===== config.mk =====
export PLATFORM = sky130hd
export DESIGN_NAME = lamport_mutex_request_queue_flat
export DESIGN_NICKNAME = d
export VERILOG_FILES = /design/src/rtl/core/lmrq_pkg.sv /design/src/rtl/core/lmrq_if.sv /design/src/rtl/core/lmrq_ram.sv /design/src/rtl/core/lmrq_ctrl.sv /design/src/rtl/core/lmrq_dp.sv /design/src/rtl/core/lamport_mutex_request_queue.sv /design/src/flat_wrapper.sv
export SDC_FILE = /design/constraint.sdc
export NUM_CORES = 2
export LEC_CHECK = 0
export BUFFER_PORTS_ARGS = -buffer_cell sky130_fd_sc_hd__buf_2
export CORE_ASPECT_RATIO = 1.75
export CORE_MARGIN = 8
export CORE_UTILIZATION = 50
export CTS_CLUSTER_SIZE = 25
export DETAILED_ROUTE_END_ITERATION = 10
export GPL_TIMING_DRIVEN = 0
export PLACE_DENSITY_LB_ADDON = 0.05
export SKIP_CTS_REPAIR_TIMING = 1
export SLEW_MARGIN = 30
export SYNTH_ARGS = -nofsm -noshare
export SYNTH_HDL_FRONTEND = slang
export SYNTH_SLANG_ARGS = --single-unit

===== constraint.sdc =====
create_clock -name i_clk -period 14.1 [get_ports i_clk]
set_input_delay 0 -clock i_clk [delete_from_list [all_inputs] [get_ports i_clk]]
set_output_delay 0 -clock i_clk [all_outputs]
set_load 0.005 [all_outputs]

===== src/rtl/core/lmrq_pkg.sv =====
// ----------------------------------------------------------------------------
// Lamport lock manager package
// Shared sizes, codes, state encoding and control structs.
// ----------------------------------------------------------------------------
package lmrq_pkg;

    localparam int NUM_ROADS = 4;
    localparam int NUM_NODES = 16;

    localparam int MODE_W  = 2;
    localparam int ROAD_W  = 2;
    localparam int NODE_W  = 4;
    localparam int STAMP_W = 32;
    localparam int HOLD_W  = 5;
    localparam int ACC_W   = 5;
    localparam int ACC_MAX = 16;

    localparam int SLOT_W  = $clog2(NUM_NODES);
    localparam int SCAN_W  = SLOT_W + 1;
    localparam int ADDR_W  = ROAD_W + SLOT_W;
    localparam int DEPTH   = 2 ** ADDR_W;
    localparam int ENTRY_W = NODE_W + STAMP_W;

    typedef enum logic [MODE_W-1:0] {
        MODE_ACCEPT  = 2'd0,
        MODE_REQUEST = 2'd1,
        MODE_RELEASE = 2'd2,
        MODE_BEGIN   = 2'd3
    } t_mode;

    typedef enum logic [1:0] {
        ST_IDLE,
        ST_PREP,
        ST_SCAN,
        ST_DONE
    } t_state;

    typedef struct packed {
        logic load;
        logic prep;
        logic scan;
        logic finish;
    } t_cmd;

    typedef struct packed {
        logic in_table_op;
        logic scan_done;
        logic out_free;
    } t_stat;

endpackage


===== src/rtl/core/lmrq_if.sv =====
// ----------------------------------------------------------------------------
// Lamport lock manager channels
// Message input channel and grant result channel with valid/ready handshake.
// ----------------------------------------------------------------------------
interface lmrq_in_if;
    logic                             valid;
    logic                             ready;
    logic [lmrq_pkg::MODE_W-1:0]      mode;
    logic [lmrq_pkg::ROAD_W-1:0]      road;
    logic [lmrq_pkg::NODE_W-1:0]      sender;
    logic [lmrq_pkg::STAMP_W-1:0]     stamp;
    logic signed [lmrq_pkg::HOLD_W-1:0] holder_hint;

    modport source (output valid, mode, road, sender, stamp, holder_hint, input ready);
    modport sink   (input valid, mode, road, sender, stamp, holder_hint, output ready);
endinterface

interface lmrq_out_if;
    logic                               valid;
    logic                               ready;
    logic                               grant_valid;
    logic [lmrq_pkg::NODE_W-1:0]        grant_to;
    logic [lmrq_pkg::ROAD_W-1:0]        grant_road;
    logic [lmrq_pkg::STAMP_W-1:0]       grant_stamp;
    logic signed [lmrq_pkg::HOLD_W-1:0] grant_holder;
    logic [lmrq_pkg::ACC_W-1:0]         accept_total;
    logic [lmrq_pkg::STAMP_W-1:0]       clock_now;

    modport source (output valid, grant_valid, grant_to, grant_road, grant_stamp,
                    grant_holder, accept_total, clock_now, input ready);
    modport sink   (input valid, grant_valid, grant_to, grant_road, grant_stamp,
                    grant_holder, accept_total, clock_now, output ready);
endinterface


===== src/rtl/core/lmrq_ram.sv =====
// ----------------------------------------------------------------------------
// Generic RAM
// One write port and one read port with registered read data.
// ----------------------------------------------------------------------------
module lmrq_ram #(
    parameter int WIDTH = 8,
    parameter int DEPTH = 16
) (
    input  logic                     i_clk,
    input  logic                     i_we,
    input  logic [$clog2(DEPTH)-1:0] i_waddr,
    input  logic [WIDTH-1:0]         i_wdata,
    input  logic                     i_re,
    input  logic [$clog2(DEPTH)-1:0] i_raddr,
    output logic [WIDTH-1:0]         o_rdata
);

    logic [WIDTH-1:0] r_mem [DEPTH];
    logic [WIDTH-1:0] r_rdata;

    always_ff @(posedge i_clk) begin
        if (i_we) begin
            r_mem[i_waddr] <= i_wdata;
        end
        if (i_re) begin
            r_rdata <= r_mem[i_raddr];
        end
    end

    assign o_rdata = r_rdata;

endmodule


===== src/rtl/core/lmrq_ctrl.sv =====
// ----------------------------------------------------------------------------
// Lamport lock manager controller
// Sequences message capture, slot write, queue scan and result hand-off.
// ----------------------------------------------------------------------------
module lmrq_ctrl (
    input  logic            i_clk,
    input  logic            i_rst_n,
    input  logic            i_in_valid,
    output logic            o_in_ready,
    input  lmrq_pkg::t_stat i_stat,
    output lmrq_pkg::t_cmd  o_cmd
);

    lmrq_pkg::t_state r_state;
    lmrq_pkg::t_state n_state;

    always_ff @(posedge i_clk) begin
        if (!i_rst_n) begin
            r_state <= lmrq_pkg::ST_IDLE;
        end else begin
            r_state <= n_state;
        end
    end

    always_comb begin
        n_state = r_state;
        case (r_state)
            lmrq_pkg::ST_IDLE: begin
                if (i_in_valid) begin
                    n_state = i_stat.in_table_op ? lmrq_pkg::ST_PREP : lmrq_pkg::ST_DONE;
                end
            end
            lmrq_pkg::ST_PREP: n_state = lmrq_pkg::ST_SCAN;
            lmrq_pkg::ST_SCAN: begin
                if (i_stat.scan_done) begin
                    n_state = lmrq_pkg::ST_DONE;
                end
            end
            lmrq_pkg::ST_DONE: begin
                if (i_stat.out_free) begin
                    n_state = lmrq_pkg::ST_IDLE;
                end
            end
            default: n_state = lmrq_pkg::ST_IDLE;
        endcase
    end

    always_comb begin
        o_in_ready = 1'b0;
        o_cmd      = '0;
        case (r_state)
            lmrq_pkg::ST_IDLE: begin
                o_in_ready = 1'b1;
                o_cmd.load = i_in_valid;
            end
            lmrq_pkg::ST_PREP: o_cmd.prep = 1'b1;
            lmrq_pkg::ST_SCAN: o_cmd.scan = 1'b1;
            lmrq_pkg::ST_DONE: o_cmd.finish = i_stat.out_free;
            default: o_cmd = '0;
        endcase
    end

endmodule


===== src/rtl/core/lmrq_dp.sv =====
// ----------------------------------------------------------------------------
// Lamport lock manager datapath
// Holds clock, holders, slot tables and waiting marks; scans for the head.
// ----------------------------------------------------------------------------
module lmrq_dp (
    input  logic                                i_clk,
    input  logic                                i_rst_n,
    input  lmrq_pkg::t_cmd                      i_cmd,
    output lmrq_pkg::t_stat                     o_stat,
    input  logic [lmrq_pkg::MODE_W-1:0]         i_mode,
    input  logic [lmrq_pkg::ROAD_W-1:0]         i_road,
    input  logic [lmrq_pkg::NODE_W-1:0]         i_sender,
    input  logic [lmrq_pkg::STAMP_W-1:0]        i_stamp,
    input  logic signed [lmrq_pkg::HOLD_W-1:0]  i_holder_hint,
    input  logic                                i_out_ready,
    output logic                                o_out_valid,
    output logic                                o_grant_valid,
    output logic [lmrq_pkg::NODE_W-1:0]         o_grant_to,
    output logic [lmrq_pkg::ROAD_W-1:0]         o_grant_road,
    output logic [lmrq_pkg::STAMP_W-1:0]        o_grant_stamp,
    output logic signed [lmrq_pkg::HOLD_W-1:0]  o_grant_holder,
    output logic [lmrq_pkg::ACC_W-1:0]          o_accept_total,
    output logic [lmrq_pkg::STAMP_W-1:0]        o_clock_now
);

    // Captured message.
    logic [lmrq_pkg::MODE_W-1:0]        r_mode;
    logic [lmrq_pkg::ROAD_W-1:0]        r_road;
    logic [lmrq_pkg::NODE_W-1:0]        r_sender;
    logic [lmrq_pkg::STAMP_W-1:0]       r_stamp;
    logic signed [lmrq_pkg::HOLD_W-1:0] r_hint;

    // Architectural state.
    logic [lmrq_pkg::DEPTH-1:0]         r_used;
    logic [lmrq_pkg::DEPTH-1:0]         r_wait;
    logic signed [lmrq_pkg::HOLD_W-1:0] r_holder [lmrq_pkg::NUM_ROADS];
    logic [lmrq_pkg::STAMP_W-1:0]       r_clock;
    logic [lmrq_pkg::ACC_W-1:0]         r_acc;

    // Scan state.
    logic [lmrq_pkg::SCAN_W-1:0]        r_scan_idx;
    logic                               r_rd_pend;
    logic [lmrq_pkg::SLOT_W-1:0]        r_rd_slot;
    logic                               r_best_valid;
    logic [lmrq_pkg::STAMP_W-1:0]       r_best_stamp;
    logic [lmrq_pkg::NODE_W-1:0]        r_best_node;
    logic                               r_match_found;
    logic [lmrq_pkg::SLOT_W-1:0]        r_match_slot;

    // Result register.
    logic                               r_out_valid;
    logic                               r_grant_valid;
    logic [lmrq_pkg::NODE_W-1:0]        r_grant_to;
    logic [lmrq_pkg::ROAD_W-1:0]        r_grant_road;
    logic [lmrq_pkg::STAMP_W-1:0]       r_grant_stamp;
    logic signed [lmrq_pkg::HOLD_W-1:0] r_grant_holder;
    logic [lmrq_pkg::ACC_W-1:0]         r_accept_total;
    logic [lmrq_pkg::STAMP_W-1:0]       r_clock_now;

    logic                               in_road_ok;
    logic                               road_ok;
    logic                               free_found;
    logic [lmrq_pkg::SLOT_W-1:0]        free_slot;
    logic                               scan_issue;
    logic [lmrq_pkg::ENTRY_W-1:0]       rd_entry;
    logic [lmrq_pkg::NODE_W-1:0]        rd_node;
    logic [lmrq_pkg::STAMP_W-1:0]       rd_stamp;
    logic                               rd_used;
    logic                               rd_remove;
    logic                               rd_better;
    logic                               is_msg;
    logic [lmrq_pkg::STAMP_W-1:0]       raised_clock;
    logic signed [lmrq_pkg::HOLD_W-1:0] cur_holder;
    logic signed [lmrq_pkg::HOLD_W-1:0] raised_holder;
    logic                               best_node_ok;
    logic                               grant;
    logic [lmrq_pkg::NODE_W-1:0]        grant_node;
    logic [lmrq_pkg::ACC_W-1:0]         n_acc;

    assign in_road_ok = 32'(i_road) < lmrq_pkg::NUM_ROADS;
    assign road_ok    = 32'(r_road) < lmrq_pkg::NUM_ROADS;

    assign o_stat.in_table_op = in_road_ok &&
        (lmrq_pkg::t_mode'(i_mode) == lmrq_pkg::MODE_REQUEST ||
         lmrq_pkg::t_mode'(i_mode) == lmrq_pkg::MODE_RELEASE);
    assign o_stat.scan_done = (r_scan_idx == lmrq_pkg::SCAN_W'(lmrq_pkg::NUM_NODES)) &&
                              !r_rd_pend;
    assign o_stat.out_free  = !r_out_valid || i_out_ready;

    always_comb begin
        free_found = 1'b0;
        free_slot  = '0;
        for (int i = lmrq_pkg::NUM_NODES - 1; i >= 0; i--) begin
            if (!r_used[{r_road, lmrq_pkg::SLOT_W'(i)}]) begin
                free_found = 1'b1;
                free_slot  = lmrq_pkg::SLOT_W'(i);
            end
        end
    end

    assign scan_issue = i_cmd.scan &&
                        (r_scan_idx != lmrq_pkg::SCAN_W'(lmrq_pkg::NUM_NODES));

    lmrq_ram #(
        .WIDTH (lmrq_pkg::ENTRY_W),
        .DEPTH (lmrq_pkg::DEPTH)
    ) u_slot_ram (
        .i_clk   (i_clk),
        .i_we    (i_cmd.prep && lmrq_pkg::t_mode'(r_mode) == lmrq_pkg::MODE_REQUEST &&
                  free_found),
        .i_waddr ({r_road, free_slot}),
        .i_wdata ({r_sender, r_stamp}),
        .i_re    (scan_issue),
        .i_raddr ({r_road, r_scan_idx[lmrq_pkg::SLOT_W-1:0]}),
        .o_rdata (rd_entry)
    );

    assign rd_node  = rd_entry[lmrq_pkg::ENTRY_W-1:lmrq_pkg::STAMP_W];
    assign rd_stamp = rd_entry[lmrq_pkg::STAMP_W-1:0];
    assign rd_used  = r_used[{r_road, r_rd_slot}];

    // On release, the sender's first entry is left out of the head search.
    assign rd_remove = r_rd_pend && rd_used && !r_match_found && rd_node == r_sender &&
                       lmrq_pkg::t_mode'(r_mode) == lmrq_pkg::MODE_RELEASE;
    assign rd_better = !r_best_valid || rd_stamp < r_best_stamp ||
                       (rd_stamp == r_best_stamp && rd_node < r_best_node);

    assign is_msg        = lmrq_pkg::t_mode'(r_mode) != lmrq_pkg::MODE_BEGIN;
    assign raised_clock  = (is_msg && r_stamp > r_clock) ? r_stamp : r_clock;
    assign cur_holder    = r_holder[r_road];
    assign raised_holder = (is_msg && road_ok && r_hint > cur_holder) ? r_hint : cur_holder;
    assign best_node_ok  = 32'(r_best_node) < lmrq_pkg::NUM_NODES;

    always_comb begin
        grant      = 1'b0;
        grant_node = '0;
        if (road_ok && lmrq_pkg::t_mode'(r_mode) == lmrq_pkg::MODE_REQUEST) begin
            grant      = r_best_valid && r_best_node == r_sender;
            grant_node = r_sender;
        end else if (road_ok && lmrq_pkg::t_mode'(r_mode) == lmrq_pkg::MODE_RELEASE) begin
            grant      = r_best_valid && best_node_ok && r_wait[{r_road, r_best_node}];
            grant_node = r_best_node;
        end
    end

    always_comb begin
        n_acc = r_acc;
        case (lmrq_pkg::t_mode'(r_mode))
            lmrq_pkg::MODE_ACCEPT: begin
                if (32'(r_acc) < lmrq_pkg::ACC_MAX) begin
                    n_acc = r_acc + lmrq_pkg::ACC_W'(1);
                end
            end
            lmrq_pkg::MODE_BEGIN: n_acc = '0;
            default: n_acc = r_acc;
        endcase
    end

    always_ff @(posedge i_clk) begin
        if (i_cmd.load) begin
            r_mode   <= i_mode;
            r_road   <= i_road;
            r_sender <= i_sender;
            r_stamp  <= i_stamp;
            r_hint   <= i_holder_hint;
        end
        if (scan_issue) begin
            r_rd_slot <= r_scan_idx[lmrq_pkg::SLOT_W-1:0];
        end
        if (r_rd_pend && rd_used && !rd_remove && rd_better) begin
            r_best_stamp <= rd_stamp;
            r_best_node  <= rd_node;
        end
        if (rd_remove) begin
            r_match_slot <= r_rd_slot;
        end
        if (i_cmd.finish) begin
            r_grant_valid  <= grant;
            r_grant_to     <= grant ? grant_node : '0;
            r_grant_road   <= grant ? r_road : '0;
            r_grant_stamp  <= grant ? raised_clock + lmrq_pkg::STAMP_W'(1) : '0;
            r_grant_holder <= grant ? raised_holder : '0;
            r_accept_total <= n_acc;
            r_clock_now    <= raised_clock + lmrq_pkg::STAMP_W'(grant);
        end
    end

    always_ff @(posedge i_clk) begin
        if (!i_rst_n) begin
            r_used        <= '0;
            r_wait        <= '0;
            for (int r = 0; r < lmrq_pkg::NUM_ROADS; r++) begin
                r_holder[r] <= '1;
            end
            r_clock       <= '0;
            r_acc         <= '0;
            r_scan_idx    <= '0;
            r_rd_pend     <= 1'b0;
            r_best_valid  <= 1'b0;
            r_match_found <= 1'b0;
            r_out_valid   <= 1'b0;
        end else begin
            if (i_cmd.prep) begin
                r_scan_idx    <= '0;
                r_rd_pend     <= 1'b0;
                r_best_valid  <= 1'b0;
                r_match_found <= 1'b0;
                if (lmrq_pkg::t_mode'(r_mode) == lmrq_pkg::MODE_REQUEST && free_found) begin
                    r_used[{r_road, free_slot}] <= 1'b1;
                end
            end else begin
                r_rd_pend <= scan_issue;
                if (scan_issue) begin
                    r_scan_idx <= r_scan_idx + lmrq_pkg::SCAN_W'(1);
                end
                if (r_rd_pend && rd_used && !rd_remove && rd_better) begin
                    r_best_valid <= 1'b1;
                end
                if (rd_remove) begin
                    r_match_found <= 1'b1;
                end
            end

            if (i_cmd.finish) begin
                r_clock <= raised_clock + lmrq_pkg::STAMP_W'(grant);
                r_acc   <= n_acc;
                if (road_ok) begin
                    r_holder[r_road] <= raised_holder;
                end
                if (road_ok && lmrq_pkg::t_mode'(r_mode) == lmrq_pkg::MODE_REQUEST) begin
                    if (!grant && 32'(r_sender) < lmrq_pkg::NUM_NODES) begin
                        r_wait[{r_road, r_sender}] <= 1'b1;
                    end
                end
                if (road_ok && lmrq_pkg::t_mode'(r_mode) == lmrq_pkg::MODE_RELEASE) begin
                    if (r_match_found) begin
                        r_used[{r_road, r_match_slot}] <= 1'b0;
                    end
                    if (grant) begin
                        r_wait[{r_road, r_best_node}] <= 1'b0;
                    end
                end
            end

            if (i_cmd.finish) begin
                r_out_valid <= 1'b1;
            end else if (i_out_ready) begin
                r_out_valid <= 1'b0;
            end
        end
    end

    assign o_out_valid    = r_out_valid;
    assign o_grant_valid  = r_grant_valid;
    assign o_grant_to     = r_grant_to;
    assign o_grant_road   = r_grant_road;
    assign o_grant_stamp  = r_grant_stamp;
    assign o_grant_holder = r_grant_holder;
    assign o_accept_total = r_accept_total;
    assign o_clock_now    = r_clock_now;

endmodule


===== src/rtl/core/lamport_mutex_request_queue.sv =====
// Timing: accept and begin messages go from IDLE straight to DONE, where the result is registered;
// request and release messages pass through PREP and SCAN first, the scan reading the resource's
// sixteen slots through the single read port of the slot memory.
// Throughput: one message at a time; the next beat is taken the cycle after the result is
// registered, later while an earlier result still waits to be taken.
// Reset is synchronous and active low; it clears the clock, counters, slot and waiting marks.
// ----------------------------------------------------------------------------
// Lamport lock manager top level
// Per-resource request queue with Lamport clock and grant generation.
// ----------------------------------------------------------------------------
module lamport_mutex_request_queue (
    input  logic       i_clk,
    input  logic       i_rst_n,
    lmrq_in_if.sink    i_req,
    lmrq_out_if.source o_res
);

    lmrq_pkg::t_cmd  cmd;
    lmrq_pkg::t_stat stat;
    logic            in_ready;

    assign i_req.ready = in_ready;

    lmrq_ctrl u_ctrl (
        .i_clk      (i_clk),
        .i_rst_n    (i_rst_n),
        .i_in_valid (i_req.valid),
        .o_in_ready (in_ready),
        .i_stat     (stat),
        .o_cmd      (cmd)
    );

    lmrq_dp u_dp (
        .i_clk          (i_clk),
        .i_rst_n        (i_rst_n),
        .i_cmd          (cmd),
        .o_stat         (stat),
        .i_mode         (i_req.mode),
        .i_road         (i_req.road),
        .i_sender       (i_req.sender),
        .i_stamp        (i_req.stamp),
        .i_holder_hint  (i_req.holder_hint),
        .i_out_ready    (o_res.ready),
        .o_out_valid    (o_res.valid),
        .o_grant_valid  (o_res.grant_valid),
        .o_grant_to     (o_res.grant_to),
        .o_grant_road   (o_res.grant_road),
        .o_grant_stamp  (o_res.grant_stamp),
        .o_grant_holder (o_res.grant_holder),
        .o_accept_total (o_res.accept_total),
        .o_clock_now    (o_res.clock_now)
    );

`ifndef SYNTHESIS
    a_busy_after_beat: assert property (@(posedge i_clk) disable iff (!i_rst_n)
        (i_req.valid && in_ready) |=> !in_ready)
        else $error("input taken while a message is in progress");

    a_result_follows_finish: assert property (@(posedge i_clk) disable iff (!i_rst_n)
        cmd.finish |=> o_res.valid)
        else $error("finished message did not produce a result");

    a_grant_stamp_is_clock: assert property (@(posedge i_clk) disable iff (!i_rst_n)
        (o_res.valid && o_res.grant_valid) |-> o_res.grant_stamp == o_res.clock_now)
        else $error("grant stamp differs from clock");

    a_no_grant_zero: assert property (@(posedge i_clk) disable iff (!i_rst_n)
        (o_res.valid && !o_res.grant_valid) |->
        (o_res.grant_to == '0 && o_res.grant_stamp == '0 && o_res.grant_holder == '0))
        else $error("grant fields not cleared without grant");
`endif

endmodule


===== src/flat_wrapper.sv =====
// flat-port wrapper written by rule: the top's interface ports become plain ports
module lamport_mutex_request_queue_flat 
  (i_clk, i_rst_n, i_req_valid, i_req_mode, i_req_road, i_req_sender, i_req_stamp, i_req_holder_hint, i_req_ready, o_res_valid, o_res_grant_valid, o_res_grant_to, o_res_grant_road, o_res_grant_stamp, o_res_grant_holder, o_res_accept_total, o_res_clock_now, o_res_ready);
  lmrq_in_if i_req_i ();
  lmrq_out_if o_res_i ();
  input  logic i_clk;
  input  logic i_rst_n;
  input wire logic [$bits(i_req_i.valid)-1:0] i_req_valid;
  input wire logic [$bits(i_req_i.mode)-1:0] i_req_mode;
  input wire logic [$bits(i_req_i.road)-1:0] i_req_road;
  input wire logic [$bits(i_req_i.sender)-1:0] i_req_sender;
  input wire logic [$bits(i_req_i.stamp)-1:0] i_req_stamp;
  input wire logic [$bits(i_req_i.holder_hint)-1:0] i_req_holder_hint;
  output wire logic [$bits(i_req_i.ready)-1:0] i_req_ready;
  output wire logic [$bits(o_res_i.valid)-1:0] o_res_valid;
  output wire logic [$bits(o_res_i.grant_valid)-1:0] o_res_grant_valid;
  output wire logic [$bits(o_res_i.grant_to)-1:0] o_res_grant_to;
  output wire logic [$bits(o_res_i.grant_road)-1:0] o_res_grant_road;
  output wire logic [$bits(o_res_i.grant_stamp)-1:0] o_res_grant_stamp;
  output wire logic [$bits(o_res_i.grant_holder)-1:0] o_res_grant_holder;
  output wire logic [$bits(o_res_i.accept_total)-1:0] o_res_accept_total;
  output wire logic [$bits(o_res_i.clock_now)-1:0] o_res_clock_now;
  input wire logic [$bits(o_res_i.ready)-1:0] o_res_ready;
  assign i_req_i.valid = i_req_valid;
  assign i_req_i.mode = i_req_mode;
  assign i_req_i.road = i_req_road;
  assign i_req_i.sender = i_req_sender;
  assign i_req_i.stamp = i_req_stamp;
  assign i_req_i.holder_hint = i_req_holder_hint;
  assign i_req_ready = i_req_i.ready;
  assign o_res_valid = o_res_i.valid;
  assign o_res_grant_valid = o_res_i.grant_valid;
  assign o_res_grant_to = o_res_i.grant_to;
  assign o_res_grant_road = o_res_i.grant_road;
  assign o_res_grant_stamp = o_res_i.grant_stamp;
  assign o_res_grant_holder = o_res_i.grant_holder;
  assign o_res_accept_total = o_res_i.accept_total;
  assign o_res_clock_now = o_res_i.clock_now;
  assign o_res_i.ready = o_res_ready;
  lamport_mutex_request_queue u_core (.i_clk(i_clk), .i_rst_n(i_rst_n), .i_req(i_req_i), .o_res(o_res_i));
endmodule

## Word level (Yosys, flattened, before mapping)

Memories as Yosys holds them, arrays and structs flattened. A register that Yosys moved wholly into a read port is not among the register bits.
Index checks and enable logic that the tools add are counted.

- Register bits after elaboration: 346
- Latch bits: 0
- RAM bits: 2,324
- Memory bits (read-only): 0
- Input bits: 49
- Output and inout bits: 83
- Word-level logic and storage cells: 239
- Memories kept: 2

- Add/subtract/negate cells: 4
- $mul: 0
- Divide/modulo/power cells: 0
- Magnitude comparators: 30
- Eq/ne operators: 17
- Shifts and indexed selects: 0
- Mux-type cells: 118
- Bitwise operators: 7
- Reduce and logical (&&, ||, !) cells: 35

Memories:

| name | depth | bits a word | rd ports | clocked after memory_dff | write ports | line | RTL |
|---|---|---|---|---|---|---|---|
| u_core.u_dp.u_slot_ram.r_mem | 64 | 36 | 1 | 1 | 1 | lmrq_ram.sv:18 | `logic [WIDTH-1:0] r_mem [DEPTH];` |
| u_core.u_dp.r_holder | 4 | 5 | 1 | 1 | 4 | lmrq_dp.sv:36 | `logic signed [lmrq_pkg::HOLD_W-1:0] r_holder [lmrq_pkg::NUM_ROADS];` |

Operators by type and width:

| kind | count |
|---|---|
| 2-to-1 mux 64 bit | 12 |
| < comparator 6 x 7 -> 1 bit (second input constant) | 21 |
| AND 64 bit | 2 |
| NOT 64 bit | 2 |
| bitwise OR 64 bit | 2 |
| 2-to-1 mux 4 bit | 18 |
| 2-to-1 mux 1 bit | 54 |
| adder 32 x 1 -> 32 bit | 1 |
| adder 32 x 1 -> 32 bit (second input constant) | 1 |
| binary-select mux 1 bit (select 2 bit) | 16 |
| == test 32 bit | 1 |
| > comparator 32 bit | 1 |
| < comparator 32 bit | 1 |
| 2-to-1 mux 32 bit | 1 |
| demux 1 bit (select 6 bit) | 4 |
| greater-or-equal comparator 6 x 1 -> 1 bit (second input constant) | 4 |
| logical AND 1 bit | 20 |
| 2-to-1 mux 5 bit | 3 |
| binary-select mux 1 bit (select 6 bit) | 2 |
| 2-to-1 mux 2 bit | 6 |
| adder 5 x 1 -> 5 bit (second input constant) | 2 |
| == test 2 bit (second input constant) | 5 |
| one-hot mux 5 bit (2 select lines) | 1 |
| == test 4 bit | 2 |
| other kinds (17) | 29 |

## Depth between registers and ports, before layout

- Depth in word-level cells: 30
- Depth in mapped cells: 22

## Hierarchy

Synthesis repeated with hierarchy kept, for this count alone.

- Cells, all modules: 5,937
- Area, all modules: 109,078.4 µm²

Modules (own cells, without submodules):

| module | instances | cells each | area an instance (µm²) | seq. area each (µm²) |
|---|---|---|---|---|
| lmrq_ram | 1 | 3,780 | 88,333.5 | 70,267.4 |
| lmrq_dp | 1 | 2,135 | 20,549.7 | 9,228.9 |
| lmrq_ctrl | 1 | 22 | 195.2 | 40.0 |

## Worst setup path before layout

No wires, ideal clock.

- Kind: register -> register
- From: reg u_core.u_dp.r_stamp[30] in the netlist's numbering
- To: reg u_core.u_dp.r_clock[30] in the netlist's numbering
- Library setup time: 0.119 ns
- Data arrival time: 5.251 ns
- Data required time: 13.981 ns
- Slack: 8.730 ns
- Stages on the path, launching flop included: 20
- Path buffers: 3
- Path through: edfxtp_1 -> ha_1 -> nand4_1 -> nor4_1 -> a31oi_1 -> and2_1 -> a21oi_1 -> buf_2 -> buf_1 -> nand2_1 -> o21ai_0 -> ha_1 -> ha_1 -> clkbuf_1 -> nand3_1 -> nor3_1 -> nand3_1 -> a21oi_1 -> a31oi_1 -> o221a_2

- Word-level cells in the longest chain between the ends: 4

Ends and longest elaborated chain:

| what | line | RTL |
|---|---|---|
| start, declared | lmrq_dp.sv:30 | `logic [lmrq_pkg::STAMP_W-1:0] r_stamp;` |
| start signal, assigned | lmrq_dp.sv:164 | `r_stamp <= i_stamp;` |
| > comparator 32 bit | lmrq_dp.sv:129 | `assign raised_clock = (is_msg && r_stamp > r_clock) ? r_stamp : r_clock;` |
| logical AND 1 bit | lmrq_dp.sv:129 |  |
| 2-to-1 mux 32 bit (*) | lmrq_dp.sv:129 |  |
| adder 32 x 1 -> 32 bit (*) | lmrq_dp.sv:225 | `r_clock <= raised_clock + lmrq_pkg::STAMP_W'(grant);` |
| end signal, assigned | lmrq_dp.sv:225 |  |
| end, declared | lmrq_dp.sv:37 | `logic [lmrq_pkg::STAMP_W-1:0] r_clock;` |

Mark *: on every way between the ends. The rest lies on a longest branch, timed or not.
A chain may end at the register's enable or synchronous reset.

## Final worst setup path

- From: reg u_core.u_dp.r_stamp[15] in the netlist's numbering
- To: reg u_core.u_dp.r_clock[30] in the netlist's numbering

The elaborated chain is that of the path after synthesis.

==> results.cfg <==
[status]
outcome = complete, no violations

[critical_path]
rr_worst_depth = 22
critPathMaxFanout = 18
path_class = reg -> reg
crit_family = simple AND/OR/NAND/NOR gates
end_kind = register
crit_top_cell = ha_1
cp.buffers_inverters = 6
worstPathRequired_ns = 14.85
rr_startpoint = u_core.u_dp.r_stamp[15]
cpPeakStageDelay_ns = 0.99
r2r_slack_ns = 6.11
critPathArrivalTime_ns = 8.75
cp_slowest_cell = nor3_1
crit_chain = buf_8 > buf_6 > buf_6 > ha_1 > nand4_1 > nor3_2 > a31oi_1 > and2_1 > a21oi_1 > buf_2 > buf_1 > nand2_1 > o21ai_0 > ha_1 > ha_1 > clkbuf_1 > nand3_1 > nor3_1 > nand3_1 > a21oi_1 > a31oi_1 > o221a_2
r2r-end = u_core.u_dp.r_clock[30]
worstSetupStartpointType = register

[synthesis]
yosysWarnings = 0
syn_area_um2 = 109000
async_reset_ff_frac = 0
synth-seq-area-share = 0.732
synth_common_cells = 2530 x edfxtp_1, 801 x mux4_2, 255 x nor2_1, 189 x clkbuf_1, 178 x dfxtp_1
ys_seq_elements = 2708
synth_edf_count = 2530
ys.flop_type = edfxtp_1
yosysMostFrequentCell = edfxtp_1
synth.top_cell.area_share = 0.699
synth_cell_types = 77
netlist_instances = 5383
synthesis.nets = 5518
synth_area_leaders = edfxtp_1 70%, mux4_2 17%, dfxtp_1 3.3%
avgSynthCellArea_um2 = 20.2
yosys.area.top_type = edfxtp_1

[final_layout]
syn_to_final_growth_pct = 18.9
drive_above_1_share = 0.303
nets = 6310
postLayoutCoreUtil = 0.598

[placed_design]
dpl.hpwl_mm = 258
port_buffers = 130
place.gp.congestion = 0.985

[timing]
drv_slew = 0
rsz0062_at_grt = false
fin_tns_setup_ns = 0
relSlewSlack = 0.279
max_freq_mhz = 125
skew_ns = 0.0589
fin_crit_ns = 7.99
post-route-period-util = 0.567
finalSetupViolations = 0
hold_viol = 0
max_slew.worst_pin.slew_ns = 1.07

[clocking]
root_buffer = clkbuf_16
cts_tree = yes
clock-sinks = 2708
clk_latency_ns = 0.91
cts_buffers = 242
htreeDepth = 4
clkTransAtPathRegs_ns = 0.07
clockBufferDepth = 4

[global_routing]
grt_first_pass_wirelength_mm = 480
grt_pass1_vias = 59736
overflow = 0
antenna_found_initial = 39
grt_max_degree = 47
track_usage = 0.297

[floorplan]
rows = 226
ios = 132
die_w_um = 368
fp.dieH_um = 633
die_area_um2 = 233000
core_area_um2 = 216000
start_util = 0.502

[routing]
drtAntennaViolNets = 0
first_iter_violations = 5978
via_count = 58930
wl_per_cell_um = 37.9
drtPass1Iterations = 6
drt-vias-per-instance = 6.35
wl_mm = 352
detail_route.drc_violations = 0

[flow_run]
drv_cap = 0

[hold_path]
min_path_type = in -> reg
hold_start = i_req_road[1]
holdPathStages = 3

[power_and_ir_drop]
vdd_drop_max_mv = 0.126
power.density_nw_per_um2 = 157
p_leak_nw = 40.3
==> worst min-delay path: cells and delay by family <==
| kind | cells | cell delay, ns |
|---|---|---|
| buf+inv | 2 | 0.65 |
| mux | 1 | 0.21 |
==> cell families (layout without fill, tap and decap cells) <==
family / count (synthesis) / count (layout) / share of synthesized area
flip-flops: 2708 / 2708 / 0.732
multiplexers: 853 / 853 / 0.171
AND/OR/NAND/NOR: 732 / 732 / 0.0318
AO/OA/AOI/OAI: 487 / 487 / 0.0314
buffers and inverters: 405 / 1392 / 0.0150
XOR/XNOR: 112 / 112 / 0.00903
adder cells (fa/ha/maj): 86 / 86 / 0.00990
other: 0 / 65 / 0
==> power breakdown <==
group / total (mW) / switching, mW / internal [mW]
clock: 6.85 / 2.99 / 3.85
combinational: 4.04 / 2.43 / 1.61
sequential: 9.44 / 0.159 / 9.28
total: 20.3 / 5.58 / 14.7
==> through the flow <==
| step | area [um^2] | setup slack [ns] | hold slack, ns | cells | power [mW] |
|---|---|---|---|---|---|
| 4_1_cts | 128000 | 5.98 | -0.787 | 9126 | 20.4 |
| 2_1_floorplan | 109000 | 8.73 | 0.0989 | 5383 | 11.8 |
| 3_3_place_gp | 113000 | 4.70 | 0.177 | 8363 | 13.4 |
| 3_5_place_dp | 120000 | 6.05 | 0.178 | 8687 | 13.7 |
| 6_report | 129000 | 6.11 | 0.0188 | 9285 | 20.3 |
| 5_1_grt | 129000 | 5.95 | 0.00326 | 9277 | 20.9 |
==> cell usage in the layout (no fill, tap or decap), types with 28 or more instances in the layout <==
master / count
diode_2: 65
nand2_1: 148
buf_6: 82
buf_2: 194
xnor2_1: 82
nor3_1: 44
clkinv_2: 40
inv_1: 100
clkbuf_2: 69
nand4_1: 48
bufinv_16: 35
dfxtp_1: 178
nand3_1: 90
dlygate4sd3_1: 93
o221a_2: 66
mux2i_1: 42
xor2_1: 30
o21ai_0: 145
clkinv_1: 57
clkbuf_16: 245
ha_1: 86
nor2_1: 207
a21oi_1: 112
mux4_2: 801
buf_16: 152
nor2_4: 64
clkbuf_1: 160
edfxtp_1: 2530
a211oi_1: 28
buf_8: 74
==> layout make-up <==
class	instances	area, um^2
antenna	65	163
buffer	301	1390
clock buffer	285	6360
clock inverter	154	1680
fill	15628	87100
inverter	104	395
multi-input combinational	2270	28000
sequential	2708	79500
tap	2850	3570
timing repair buffer	548	8170
==> metal layers <==
layer / GRT usage / share of wire
met1: 0.334 / 0.34
met2: 0.528 / 0.52
met3: 0.0428 / 0.057
met4: 0.190 / 0.079
met5: 0 / 0.00039
==> worst max-delay path by stage <==
stage | slack [ns] | to | depth (start not counted) | from
final | 6.11 | u_core.u_dp.r_clock[30] | 22 | u_core.u_dp.r_stamp[15]
after global routing | 5.95 | u_core.u_dp.o_clock_now[28] | 22 | u_core.u_dp.r_stamp[15]
after CTS | 5.98 | u_core.u_dp.r_clock[30] | 22 | u_core.u_dp.r_stamp[15]
after detailed placement | 6.05 | u_core.u_dp.r_clock[30] | 22 | u_core.u_dp.r_stamp[15]
after global placement | 4.70 | u_core.u_dp.r_clock[30] | 19 | u_core.u_dp.r_stamp[13]
after floorplan | 8.73 | u_core.u_dp.r_clock[30] | 19 | u_core.u_dp.r_stamp[30]
==> flip-flops by register name, summed over array words and instances (netlist names), 20 cells and up, named ones only <==
register	flops
u_core.u_dp.r_holder	20
u_core.u_dp.r_wait	64
u_core.u_dp.o_clock_now	32
u_core.u_dp.r_best_stamp	32
u_core.u_dp.r_used	64
u_core.u_dp.u_slot_ram.r_mem	2304
u_core.u_dp.r_clock	32
u_core.u_dp.o_grant_stamp	32
u_core.u_dp.r_stamp	32
u_core.u_dp.u_slot_ram.o_rdata	36
Power figures use the tool's default switching activity.
